==> config.mk <==
export PLATFORM = sky130hd
export DESIGN_NAME = base64_stream_codec_top
export DESIGN_NICKNAME = d
export VERILOG_FILES = /design/src/sv/b64sc_pkg.sv /design/src/sv/b64sc_front.sv /design/src/sv/b64sc_queue.sv /design/src/sv/b64sc_back.sv /design/src/sv/base64_stream_codec_top.sv
export SDC_FILE = /design/constraint.sdc
export NUM_CORES = 1
export LEC_CHECK = 0
export ABC_AREA = 1
export BUFFER_PORTS_ARGS = -buffer_cell sky130_fd_sc_hd__buf_2
export CAP_MARGIN = 20
export CORE_UTILIZATION = 60
export CTS_CLUSTER_SIZE = 8
export DETAILED_ROUTE_END_ITERATION = 10
export GPL_TIMING_DRIVEN = 0
export PLACE_DENSITY = 0.8
export SLEW_MARGIN = 10
export SYNTH_ARGS = -nofsm -noshare
export SYNTH_HDL_FRONTEND = slang
export SYNTH_SLANG_ARGS = --single-unit
==> constraint.sdc <==
create_clock -name clk -period 4.7 [get_ports clk]
set_input_delay 1.175 -clock clk [delete_from_list [all_inputs] [get_ports clk]]
set_output_delay 1.175 -clock clk [all_outputs]
set_load 0.05 [all_outputs]
==> src/sv/b64sc_pkg.sv <==
`timescale 1ns / 1ps
// ----------------------------------------------------------------------------
// b64sc_pkg: shared types and constants of the Base64 stream codec
// Item structs, the group transaction type passed from the front end to
// the serializer, register indexes and the alphabet mapping functions.
// ----------------------------------------------------------------------------
package b64sc_pkg;

	localparam int CFG_INDEX_W = 2;
	localparam int CFG_DATA_W  = 7;

	localparam logic [CFG_INDEX_W-1:0] REG_DIRECTION = 2'd0;
	localparam logic [CFG_INDEX_W-1:0] REG_ALPHABET  = 2'd1;
	localparam logic [CFG_INDEX_W-1:0] REG_PAD       = 2'd2;

	localparam logic [6:0] PAD_RESET = 7'd61;

	localparam logic [7:0] CH_UPPER_A = 8'h41;
	localparam logic [7:0] CH_UPPER_Z = 8'h5A;
	localparam logic [7:0] CH_LOWER_A = 8'h61;
	localparam logic [7:0] CH_LOWER_Z = 8'h7A;
	localparam logic [7:0] CH_DIGIT_0 = 8'h30;
	localparam logic [7:0] CH_DIGIT_9 = 8'h39;
	localparam logic [7:0] CH_PLUS    = 8'h2B;
	localparam logic [7:0] CH_SLASH   = 8'h2F;
	localparam logic [7:0] CH_MINUS   = 8'h2D;
	localparam logic [7:0] CH_UNDER   = 8'h5F;
	localparam logic [7:0] CH_BANG    = 8'h21;
	localparam logic [7:0] CH_DOT     = 8'h2E;
	localparam logic [7:0] CH_COLON   = 8'h3A;

	typedef struct packed {
		logic [7:0] in_byte;
		logic       in_last;
	} in_item_t;

	typedef struct packed {
		logic [7:0] out_byte;
		logic       out_last;
	} out_item_t;

	// One group of results: up to four bytes, the count less one, and
	// whether the final byte of the group ends the message.
	typedef struct packed {
		logic [3:0][7:0] chars;
		logic [1:0]      n_m1;
		logic            last;
	} job_t;

	function automatic logic [7:0] sym62_of(input logic [2:0] variant);
		logic [7:0] ch;
		unique case (variant)
			3'd1: ch = CH_MINUS;
			3'd2: ch = CH_BANG;
			3'd3: ch = CH_DOT;
			3'd4: ch = CH_UNDER;
			3'd5: ch = CH_DOT;
			default: ch = CH_PLUS;
		endcase
		return ch;
	endfunction

	function automatic logic [7:0] sym63_of(input logic [2:0] variant);
		logic [7:0] ch;
		unique case (variant)
			3'd1: ch = CH_UNDER;
			3'd2: ch = CH_MINUS;
			3'd3: ch = CH_MINUS;
			3'd4: ch = CH_COLON;
			3'd5: ch = CH_UNDER;
			default: ch = CH_SLASH;
		endcase
		return ch;
	endfunction

	function automatic logic [7:0] sym_of(input logic [5:0] v, input logic [2:0] variant);
		logic [7:0] ch;
		if (v < 6'd26) begin
			ch = CH_UPPER_A + {2'b00, v};
		end else if (v < 6'd52) begin
			ch = CH_LOWER_A + {2'b00, v} - 8'd26;
		end else if (v < 6'd62) begin
			ch = CH_DIGIT_0 + {2'b00, v} - 8'd52;
		end else if (v == 6'd62) begin
			ch = sym62_of(variant);
		end else begin
			ch = sym63_of(variant);
		end
		return ch;
	endfunction

	// Characters outside the alphabet decode as zero.
	function automatic logic [5:0] value_of(input logic [7:0] ch, input logic [2:0] variant);
		logic [5:0] v;
		priority if (ch >= CH_UPPER_A && ch <= CH_UPPER_Z) begin
			v = 6'(ch - CH_UPPER_A);
		end else if (ch >= CH_LOWER_A && ch <= CH_LOWER_Z) begin
			v = 6'(ch - CH_LOWER_A + 8'd26);
		end else if (ch >= CH_DIGIT_0 && ch <= CH_DIGIT_9) begin
			v = 6'(ch - CH_DIGIT_0 + 8'd52);
		end else if (ch == sym63_of(variant)) begin
			v = 6'd63;
		end else if (ch == sym62_of(variant)) begin
			v = 6'd62;
		end else begin
			v = 6'd0;
		end
		return v;
	endfunction

endpackage

==> src/sv/b64sc_front.sv <==
`timescale 1ns / 1ps
// ----------------------------------------------------------------------------
// b64sc_front: input acceptance, grouping and symbol mapping
// Holds the configuration registers and the partial group, and turns each
// completed group into one group transaction for the result queue.
// ----------------------------------------------------------------------------
module b64sc_front
	import b64sc_pkg::*;
(
	input  logic                   clk,
	input  logic                   arst_n,
	input  logic                   cfg_we,
	input  logic [CFG_INDEX_W-1:0] cfg_index,
	input  logic [CFG_DATA_W-1:0]  cfg_data,
	input  logic                   in_valid,
	input  in_item_t               in_data,
	input  logic                   q_full,
	output logic                   push,
	output job_t                   push_job
);

	logic        dir_q;
	logic [2:0]  variant_q;
	logic [6:0]  pad_q;
	logic [23:0] grp_q;
	logic [1:0]  cnt_q;
	logic        ended_q;

	logic        in_fire;
	logic [7:0]  b;
	logic        last;

	logic [23:0] enc_bits, enc_aligned;
	logic [2:0]  enc_c;
	logic        enc_fire;
	logic [3:0][7:0] enc_chars;

	logic        is_pad;
	logic [23:0] dec_bits, fl_bits, fl_aligned;
	logic [2:0]  dec_c, fl_c, fl_n;
	logic [3:0][7:0] fl_chars;

	logic [23:0] grp_n;
	logic [1:0]  cnt_n;
	logic        ended_n;

	assign in_fire = in_valid && !q_full;
	assign b       = in_data.in_byte;
	assign last    = in_data.in_last;

	always_comb begin
		enc_bits = {grp_q[15:0], b};
		enc_c    = {1'b0, cnt_q} + 3'd1;
		enc_fire = (enc_c == 3'd3) || last;
		unique case (enc_c)
			3'd1: enc_aligned = enc_bits << 16;
			3'd2: enc_aligned = enc_bits << 8;
			default: enc_aligned = enc_bits;
		endcase
		// Positions past the gathered bytes carry the pad character.
		for (int k = 0; k < 4; k++) begin
			if (3'(k) <= enc_c) begin
				enc_chars[k] = sym_of(enc_aligned[23-6*k -: 6], variant_q);
			end else begin
				enc_chars[k] = {1'b0, pad_q};
			end
		end
	end

	always_comb begin
		is_pad   = (b == {1'b0, pad_q});
		dec_bits = {grp_q[17:0], value_of(b, variant_q)};
		dec_c    = {1'b0, cnt_q} + 3'd1;
		// A pad flushes what is already held; otherwise the new character joins.
		if (is_pad) begin
			fl_bits = grp_q;
			fl_c    = {1'b0, cnt_q};
		end else begin
			fl_bits = dec_bits;
			fl_c    = dec_c;
		end
		unique case (fl_c)
			3'd1: fl_aligned = fl_bits << 18;
			3'd2: fl_aligned = fl_bits << 12;
			3'd3: fl_aligned = fl_bits << 6;
			default: fl_aligned = fl_bits;
		endcase
		unique case (fl_c)
			3'd2: fl_n = 3'd1;
			3'd3: fl_n = 3'd2;
			3'd4: fl_n = 3'd3;
			default: fl_n = 3'd0;
		endcase
		for (int k = 0; k < 3; k++) begin
			fl_chars[k] = fl_aligned[23-8*k -: 8];
		end
		fl_chars[3] = 8'd0;
	end

	always_comb begin
		grp_n    = grp_q;
		cnt_n    = cnt_q;
		ended_n  = ended_q;
		push     = 1'b0;
		push_job = '0;
		if (!dir_q) begin
			if (enc_fire) begin
				push           = in_fire;
				push_job.chars = enc_chars;
				push_job.n_m1  = 2'd3;
				push_job.last  = last;
				grp_n          = '0;
				cnt_n          = '0;
			end else begin
				grp_n = enc_bits;
				cnt_n = enc_c[1:0];
			end
		end else if (ended_q) begin
			if (last) begin
				ended_n = 1'b0;
				grp_n   = '0;
				cnt_n   = '0;
			end
		end else if (is_pad) begin
			push           = in_fire && (fl_n != 3'd0);
			push_job.chars = fl_chars;
			push_job.n_m1  = 2'(fl_n - 3'd1);
			push_job.last  = 1'b1;
			grp_n          = '0;
			cnt_n          = '0;
			ended_n        = !last;
		end else if (dec_c == 3'd4 || last) begin
			push           = in_fire && (fl_n != 3'd0);
			push_job.chars = fl_chars;
			push_job.n_m1  = 2'(fl_n - 3'd1);
			push_job.last  = last;
			grp_n          = '0;
			cnt_n          = '0;
		end else begin
			grp_n = dec_bits;
			cnt_n = dec_c[1:0];
		end
	end

	always_ff @(posedge clk or negedge arst_n) begin
		if (!arst_n) begin
			dir_q     <= 1'b0;
			variant_q <= 3'd0;
			pad_q     <= PAD_RESET;
			grp_q     <= '0;
			cnt_q     <= '0;
			ended_q   <= 1'b0;
		end else if (cfg_we) begin
			unique case (cfg_index)
				REG_DIRECTION: begin
					dir_q   <= cfg_data[0];
					grp_q   <= '0;
					cnt_q   <= '0;
					ended_q <= 1'b0;
				end
				REG_ALPHABET: variant_q <= cfg_data[2:0];
				REG_PAD:      pad_q     <= cfg_data;
				default: ;
			endcase
		end else if (in_fire) begin
			grp_q   <= grp_n;
			cnt_q   <= cnt_n;
			ended_q <= ended_n;
		end
	end

endmodule

==> src/sv/b64sc_queue.sv <==
`timescale 1ns / 1ps
// ----------------------------------------------------------------------------
// b64sc_queue: short group queue between front end and serializer
// A small circular buffer of group transactions; the head is presented
// directly to the serializer.
// ----------------------------------------------------------------------------
module b64sc_queue
	import b64sc_pkg::*;
#(
	parameter int DEPTH = 2
) (
	input  logic clk,
	input  logic arst_n,
	input  logic push,
	input  job_t push_job,
	input  logic pop,
	output logic head_valid,
	output job_t head_job,
	output logic full
);

	localparam int PTR_W = (DEPTH > 1) ? $clog2(DEPTH) : 1;
	localparam int CNT_W = $clog2(DEPTH + 1);

	job_t             mem_q [DEPTH];
	logic [PTR_W-1:0] wr_ptr_q, rd_ptr_q;
	logic [CNT_W-1:0] cnt_q;

	assign head_valid = (cnt_q != '0);
	assign full       = (cnt_q == CNT_W'(DEPTH));
	assign head_job   = mem_q[rd_ptr_q];

	function automatic logic [PTR_W-1:0] ptr_inc(input logic [PTR_W-1:0] p);
		return (p == PTR_W'(DEPTH - 1)) ? '0 : p + 1'b1;
	endfunction

	always_ff @(posedge clk) begin
		if (push) begin
			mem_q[wr_ptr_q] <= push_job;
		end
	end

	always_ff @(posedge clk or negedge arst_n) begin
		if (!arst_n) begin
			wr_ptr_q <= '0;
			rd_ptr_q <= '0;
			cnt_q    <= '0;
		end else begin
			if (push) begin
				wr_ptr_q <= ptr_inc(wr_ptr_q);
			end
			if (pop) begin
				rd_ptr_q <= ptr_inc(rd_ptr_q);
			end
			if (push && !pop) begin
				cnt_q <= cnt_q + 1'b1;
			end else if (pop && !push) begin
				cnt_q <= cnt_q - 1'b1;
			end
		end
	end

endmodule

==> src/sv/b64sc_back.sv <==
`timescale 1ns / 1ps
// ----------------------------------------------------------------------------
// b64sc_back: result serializer
// Walks through the bytes of the group at the queue head, one result
// transaction per cycle unless stalled; the group goes after its final byte.
// ----------------------------------------------------------------------------
module b64sc_back
	import b64sc_pkg::*;
(
	input  logic      clk,
	input  logic      arst_n,
	input  logic      head_valid,
	input  job_t      head_job,
	output logic      pop,
	output logic      out_valid,
	output out_item_t out_data,
	input  logic      out_stall
);

	logic [1:0] idx_q;
	logic       at_end;
	logic       out_fire;

	assign at_end             = (idx_q == head_job.n_m1);
	assign out_valid          = head_valid;
	assign out_data.out_byte  = head_job.chars[idx_q];
	assign out_data.out_last  = head_job.last && at_end;
	assign out_fire           = out_valid && !out_stall;
	assign pop                = out_fire && at_end;

	always_ff @(posedge clk or negedge arst_n) begin
		if (!arst_n) begin
			idx_q <= '0;
		end else if (out_fire) begin
			idx_q <= at_end ? 2'd0 : idx_q + 2'd1;
		end
	end

endmodule

==> src/sv/base64_stream_codec_top.sv <==
`timescale 1ns / 1ps
// ----------------------------------------------------------------------------
// base64_stream_codec_top: streaming Base64 encoder and decoder
// Front end, group queue and result serializer of the codec.
// ----------------------------------------------------------------------------
// The codec takes one input transaction per cycle while its group queue
// has room and delivers one result transaction per cycle while out_stall
// is low; the serializer's single output port sets the sustained rate, so
// encoding accepts three bytes per four characters delivered and decoding
// keeps up with one character per cycle. A group's results are written
// to the queue when the item completing it is accepted, and the queue holds
// QUEUE_DEPTH groups so the input side keeps running while results wait.
// Configuration writes take effect at once and are meant for idle periods;
// writing the direction register also discards any partial group.
module base64_stream_codec_top
	import b64sc_pkg::*;
#(
	parameter int QUEUE_DEPTH = 2
) (
	input  logic                   clk,
	input  logic                   arst_n,
	input  logic                   cfg_we,
	input  logic [CFG_INDEX_W-1:0] cfg_index,
	input  logic [CFG_DATA_W-1:0]  cfg_data,
	input  logic                   in_valid,
	input  in_item_t               in_data,
	output logic                   in_stall,
	output logic                   out_valid,
	output out_item_t              out_data,
	input  logic                   out_stall
);

	logic push, pop, head_valid, q_full;
	job_t push_job, head_job;

	assign in_stall = q_full;

	b64sc_front u_front (
		.clk      (clk),
		.arst_n   (arst_n),
		.cfg_we   (cfg_we),
		.cfg_index(cfg_index),
		.cfg_data (cfg_data),
		.in_valid (in_valid),
		.in_data  (in_data),
		.q_full   (q_full),
		.push     (push),
		.push_job (push_job)
	);

	b64sc_queue #(.DEPTH(QUEUE_DEPTH)) u_queue (
		.clk       (clk),
		.arst_n    (arst_n),
		.push      (push),
		.push_job  (push_job),
		.pop       (pop),
		.head_valid(head_valid),
		.head_job  (head_job),
		.full      (q_full)
	);

	b64sc_back u_back (
		.clk       (clk),
		.arst_n    (arst_n),
		.head_valid(head_valid),
		.head_job  (head_job),
		.pop       (pop),
		.out_valid (out_valid),
		.out_data  (out_data),
		.out_stall (out_stall)
	);

endmodule

Yosys cells after proc, flatten, opt, wreduce, memory -nomap -nowiden
Memory sizes are Yosys's and may differ from the RTL's.
Index checks and enable logic that the tools add are counted.
Word-level totals
  flip-flop bits (word level): 44
  bits of input ports: 23
  memories: 1
  output and inout port bits: 11
  memory bits (writable): 70
Memory list
  u_queue.mem_q: depth 2, bits a word 35, rd ports 1, clocked after Yosys merged registers in 0, wr ports 1, line b64sc_queue.sv:25  | job_t mem_q [DEPTH];
Cells by class
  magnitude comparators: 23
  mux-type cells: 83
  eq/ne operators: 26
  $add $sub $neg: 32
  reduce and logical (&&, ||, !) cells: 31
Operator list (number)
  two-way mux 24 bit: 10
  two-way mux 8 bit: 28
  two-way mux 35 bit: 4
  case mux 24 bit (3 select lines): 1
  adder 7 x 6 -> 8 bit, first input constant: 8
  less-than comparator 6 bit, second input constant: 8
  case mux 24 bit (2 select lines): 1
  subtractor 8 x 5 -> 8 bit, second input constant: 4
  subtractor 8 x 6 -> 8 bit, second input constant: 4
  two-way mux 6 bit: 5
  adder 6 x 6 -> 7 bit, first input constant: 4
  case mux 7 bit (4 select lines): 1
  two-way mux 27 bit: 1
  equality test 6 bit, second input constant: 4
  less-than comparator 6 x 5 -> 1 bit, second input constant: 4
  two-way mux 2 bit: 12
  case mux 7 bit (3 select lines): 1
  equality test 3 x 2 -> 1 bit, second input constant: 6
  binary-select mux 8 bit (select 2 bit): 1
  equality test 8 bit: 2
  greater-or-equal comparator 8 x 7 -> 1 bit, second input constant: 2
  less-or-equal comparator 8 x 7 -> 1 bit, second input constant: 2
  two-way mux 1 bit: 16
  equality test 3 bit, second input constant: 4
  31 further kinds: 62

Longest topological paths before layout
  word-level depth: 23
  gate-level depth with buffers: 23

By module
From an unflattened synthesis, not the netlist that was laid out.
Second synthesis, totals
  cell total of the unflattened synthesis: 1333
  area, all modules: 9660.5 µm²
Modules (own cells, without submodules)
  b64sc_front: area each 6341.1 µm², times used 1, cells each 1115, sequential area each 957.2 µm²
  b64sc_queue: area each 2882.8 µm², times used 1, cells each 134, sequential area each 2202.1 µm²
  b64sc_back: area each 436.7 µm², times used 1, cells each 84, sequential area each 50.0 µm²

Worst setup path after synthesis
OpenSTA, ideal clock, no wires.
  kind: input-to-reg
  start: in in_data[2] (netlist bit)
  end: mem u_queue.mem_q[1][0] (netlist bit), enable pin
  stages: 16
  arrival time: 4.460 ns
  buffers on the path: 2
  setup slack: -0.189 ns
  required time: 4.271 ns
  library setup time: 0.429 ns
  path through: buf_2 -> inv_2 -> nand2_1 -> nand4_1 -> nor2_1 -> nand2_2 -> buf_6 -> nand2_4 -> nand2_4 -> nor3_4 -> or2_1 -> inv_1 -> ha_1 -> o21ai_0 -> nand2_1 -> nor2_1
Between the ends
  word-level cells in the longest chain between the ends: 12
RTL lines
  start, declared: line base64_stream_codec_top.sv:26  | input in_item_t in_data,
  equality test 8 x 7 -> 1 bit *: line b64sc_front.sv:71  | is_pad = (b == {1'b0, pad_q});
  two-way mux 3 bit: line b64sc_front.sv:75  | if (is_pad) begin
  equality test 3 bit / equality test 3 x 2 -> 1 bit (equally long branches): line b64sc_front.sv:88  | unique case (fl_c)
  case mux 2 bit (3 select lines): line b64sc_front.sv:88
  nonzero test 3 bit: line b64sc_front.sv:125, b64sc_front.sv:133
  logical AND 1 bit: line b64sc_front.sv:125, b64sc_front.sv:133
  two-way mux 1 bit: line b64sc_front.sv:132  | end else if (dec_c == 3'd4 || last) begin
  two-way mux 1 bit *: line b64sc_front.sv:124  | end else if (is_pad) begin
  two-way mux 1 bit *: line b64sc_front.sv:118  | end else if (ended_q) begin
  two-way mux 1 bit *: line b64sc_front.sv:106  | if (!dir_q) begin
  two-way mux 1 bit *: line b64sc_queue.sv:38  | if (push) begin
  two-way mux 1 bit (implied by the code) *: line b64sc_queue.sv:39  | mem_q[wr_ptr_q] <= push_job;
  end, declared: line b64sc_queue.sv:25
Mark *: on every way between the ends. The rest lies on a longest branch, timed or not.

Worst setup path after layout
  start: in in_data[2] (netlist bit)
  end: mem u_queue.mem_q[1][12] (netlist bit), enable pin
Same word-level chain as after synthesis.

==> impl_results.md <==
* Post-layout min period at around 4.2 ns
* ANT cells at 0
* Ys flop type: edfxtp_1
* Via count of the first global-routing pass at 9384
* Post-synthesis mux area share at 0
* Post-Synth Simple-Gate Area at 0.279
* Final setup viols at 0
* DRT iter0 DRCs at ~1100
* Synth area leaders: edfxtp_1 22%, nand2_1 14%, dfrtp_1 10%
* Leakage power total at a little over 5 nW
* Crit Path Max Fanout at 20
* Clock power frac at 0.264
* Max Buffers Root-to-Sink at 2
* Root buffer cell: clkbuf_16
* Vias at 10172
* CTS H-tree lvls at 4
* WL/cell at 19.1 um
* Top cell type's share of synthesized area at 0.217
* Worst hold-check path type: reg2reg
* Register bit total from synthesis at 114
* Layout Nets at 1538
* GRT Util Overall at 0.397
* # rows at 46
* Post-route ant nets at 0
* Post-synthesis xor/xnor area fraction at 0.0253
* Max Cap Viol at 0
* Slew HR at 0.192
* EDFF count, synth at 70
* Final Slew Violations at 0
* Yosys cell types at 50
* Cts bufs inserted at 17
* Fin. Hold Viols at 0
* Die area at ~17000 um2
* Mapped Nets at 1485
* Worst-path clk slew at 0.05 ns
* Syn_area_per_cell at 6.90 um2
* Synth Area in Adders at 0.0736
* Total setup buffers inserted after CTS at 0
* Post-route setup TNS at 0 ns
* Final hold slack at 0.483 ns
* Fmax at 236 MHz
* Largest net degree at the start of global routing at 45
* Cell taking the most area after synthesis: edfxtp_1
* TritonCTS clock tree: built
* Critical path launch point type: input pin
* Port buffer count at 31
* TritonRoute pass-1 iters at 6
* CP endpoint kind: register
* Gr ovfl total at 0
* RSZ-0062 raised after global routing: no
* Die Ht at 129 um
* Combinational Power Share at 0.492
* Crit Path Class: in2reg
* Fin crit share at 0.901
* Sequential area share after synthesis at 0.331
* Largest family of logic cells by synthesized area: simple AND/OR/NAND/NOR gates
* Worst EP arrival at about 4.4 ns
* CTS resizes at 0
* Post-Syn Instances at 1405
* Residual DRC at 0
* First-pass GRT wire length at slightly below 50 mm
* Post-synthesis compound-gate area fraction at 0.202
* Vias per inst at 6.03
* Post-Synthesis Cell Area at 9690 um2
* Post-CTS Hold Buffers at 0
* Net Switching at 0.00253 W
* Share of cells above drive strength 1 at 0.0877
* Clock Skew at 0.0118 ns
* Clk sinks at 114
* Starting Density at 0.612
* Switch share at 0.456
* Outcome: complete, no violations
* Synth async-reset ratio at 0.386
* Util after Layout at 0.687
* RD Place Congestion at 1.02
* Synthesis-to-finish area growth at 12.2%
* Yosys Warn Count at 0
* Worst Tran Pin Value at between 1 and 1.5 ns
* Flop pwr share at 0.244
* Antenna violations before repair at 0
* Power Density at 510 nW/um2
* Post-DP HPWL at between 20 and 25 mm
* Die width at 129 um
* Core ar. at 15800 um2
* Worst-Skew Late Latency at approximately 0.42 ns
* Post-Route WL at 32.3 mm
* Internal at 0.00302 W
* Ports at 34
* CP required at 4.82 ns
* Peak VDD IR at 0.000580 V
-- area by class of cell --
cell class	instances	area [um2]
fillers	1417	4950
repair buffers	34	230
flip-flops and latches	114	3210
multi-input cells	1078	5630
plain buffers	44	229
clock buffers	23	488
inverters	169	639
well taps	216	270
clock inverters	9	176
-- cell families (layout without fill, tap and decap cells) --
family / Yosys count / after routing
AOI/OAI and AO/OA: 347 / 347
buffers and inverters: 213 / 279
xor gates and xnor gates: 28 / 28
DFF: 114 / 114
adders and majority gates: 57 / 57
and+or+nand+nor: 646 / 646
-- sequential cells by signal, indices dropped and copies added, names as in the netlist --
name,flops
u_front.dir_q,1
u_front.variant_q,3
u_queue.mem_q,70
u_queue.rd_ptr_q,1
u_front.ended_q,1
u_back.idx_q,2
u_front.cnt_q,2
u_queue.cnt_q,2
u_front.grp_q,24
u_queue.wr_ptr_q,1
u_front.pad_q,7
-- cell usage after synthesis, types with 18 or more instances --
master,number
o22ai_1,39
o21ai_0,145
clkbuf_1,22
xor2_1,21
a21oi_1,82
nand2_1,371
nand3_1,86
nor2_1,152
a31oi_1,18
ha_1,57
dfrtp_1,39
edfxtp_1,70
inv_1,153
-- placed cells by master, fill, tap and decap left out, drive strengths merged, types with 3 or more instances in the layout --
master / count
nand2: 380
ha: 57
o211ai: 15
or2: 4
inv: 164
xor2: 21
bufinv: 5
o21ai: 162
o22ai: 39
o2111ai: 4
clkinv: 8
nor2: 157
nand3b: 3
buf: 56
nand3: 87
edfxtp: 70
a31oi: 18
xnor2: 7
nand4: 6
a21boi: 6
o31ai: 6
a21oi: 83
nor3: 9
a22o: 5
clkbuf: 45
dfstp: 5
dfrtp: 39
-- critical path, cell delays in order --
cell and delay [ns]:
buf_2 0.11, buf_2 0.22, inv_2 0.15, nand2_1 0.09, nand4_1 0.10, nor2_1 0.27, nand2_2 0.14, buf_6 0.17
nand2_4 0.06, nand2_4 0.10, nor3_4 0.33, or2_1 0.17, inv_1 0.04, ha_1 0.16, o21ai_0 0.15, nand2_1 0.18
nor2_4 0.51, buf_16 0.23
-- metrics by stage --
stage          instances  total power [W]  setup slack, ns  area (um2)
2_1_floorplan       1405          0.00325            0.384        9700
3_3_place_gp        1652          0.00392           -0.596       10100
3_5_place_dp        1654          0.00400           0.0725       10200
4_1_cts             1686          0.00547            0.513       10900
5_1_grt             1687          0.00584            0.326       10900
6_report            1687          0.00555            0.463       10900
-- power by group through the flow --
stage / Sequential (W) / Combinational, W / Clock [W]
finish: 0.00135 / 0.00273 / 0.00147
global route: 0.00136 / 0.00297 / 0.00151
CTS: 0.00135 / 0.00265 / 0.00147
detailed placement: 0.00137 / 0.00263 / 0
global placement: 0.00136 / 0.00256 / 0
floorplan: 0.00134 / 0.00191 / 0
-- layer usage --
metal	share of wire	wire, um	GRT usage	vias up
li1	-	-	-	4814
met1	0.39	12700	0.498	4593
met2	0.44	14300	0.631	614
met3	0.11	3480	0.0875	151
met4	0.055	1790	0.231	0
met5	0	0	0	-
-- path summary, 6_finish.rpt --
kind                                        endpoint  depth (start not counted)               from  slack, ns
min in group asynchronous           u_front.pad_q[6]                          1             arst_n       0.66
max in group asynchronous           u_front.pad_q[0]                          2             arst_n       3.46
worst min-delay path               u_front.grp_q[22]                          2  u_front.grp_q[22]       0.48
worst min register to register     u_front.grp_q[22]                          2  u_front.grp_q[22]       0.48
worst max register to register  u_queue.mem_q[0][29]                         13   u_front.cnt_q[0]       0.55
worst max-delay path            u_queue.mem_q[1][12]                         18         in_data[2]       0.46
(Power assumes the default switching activity.)
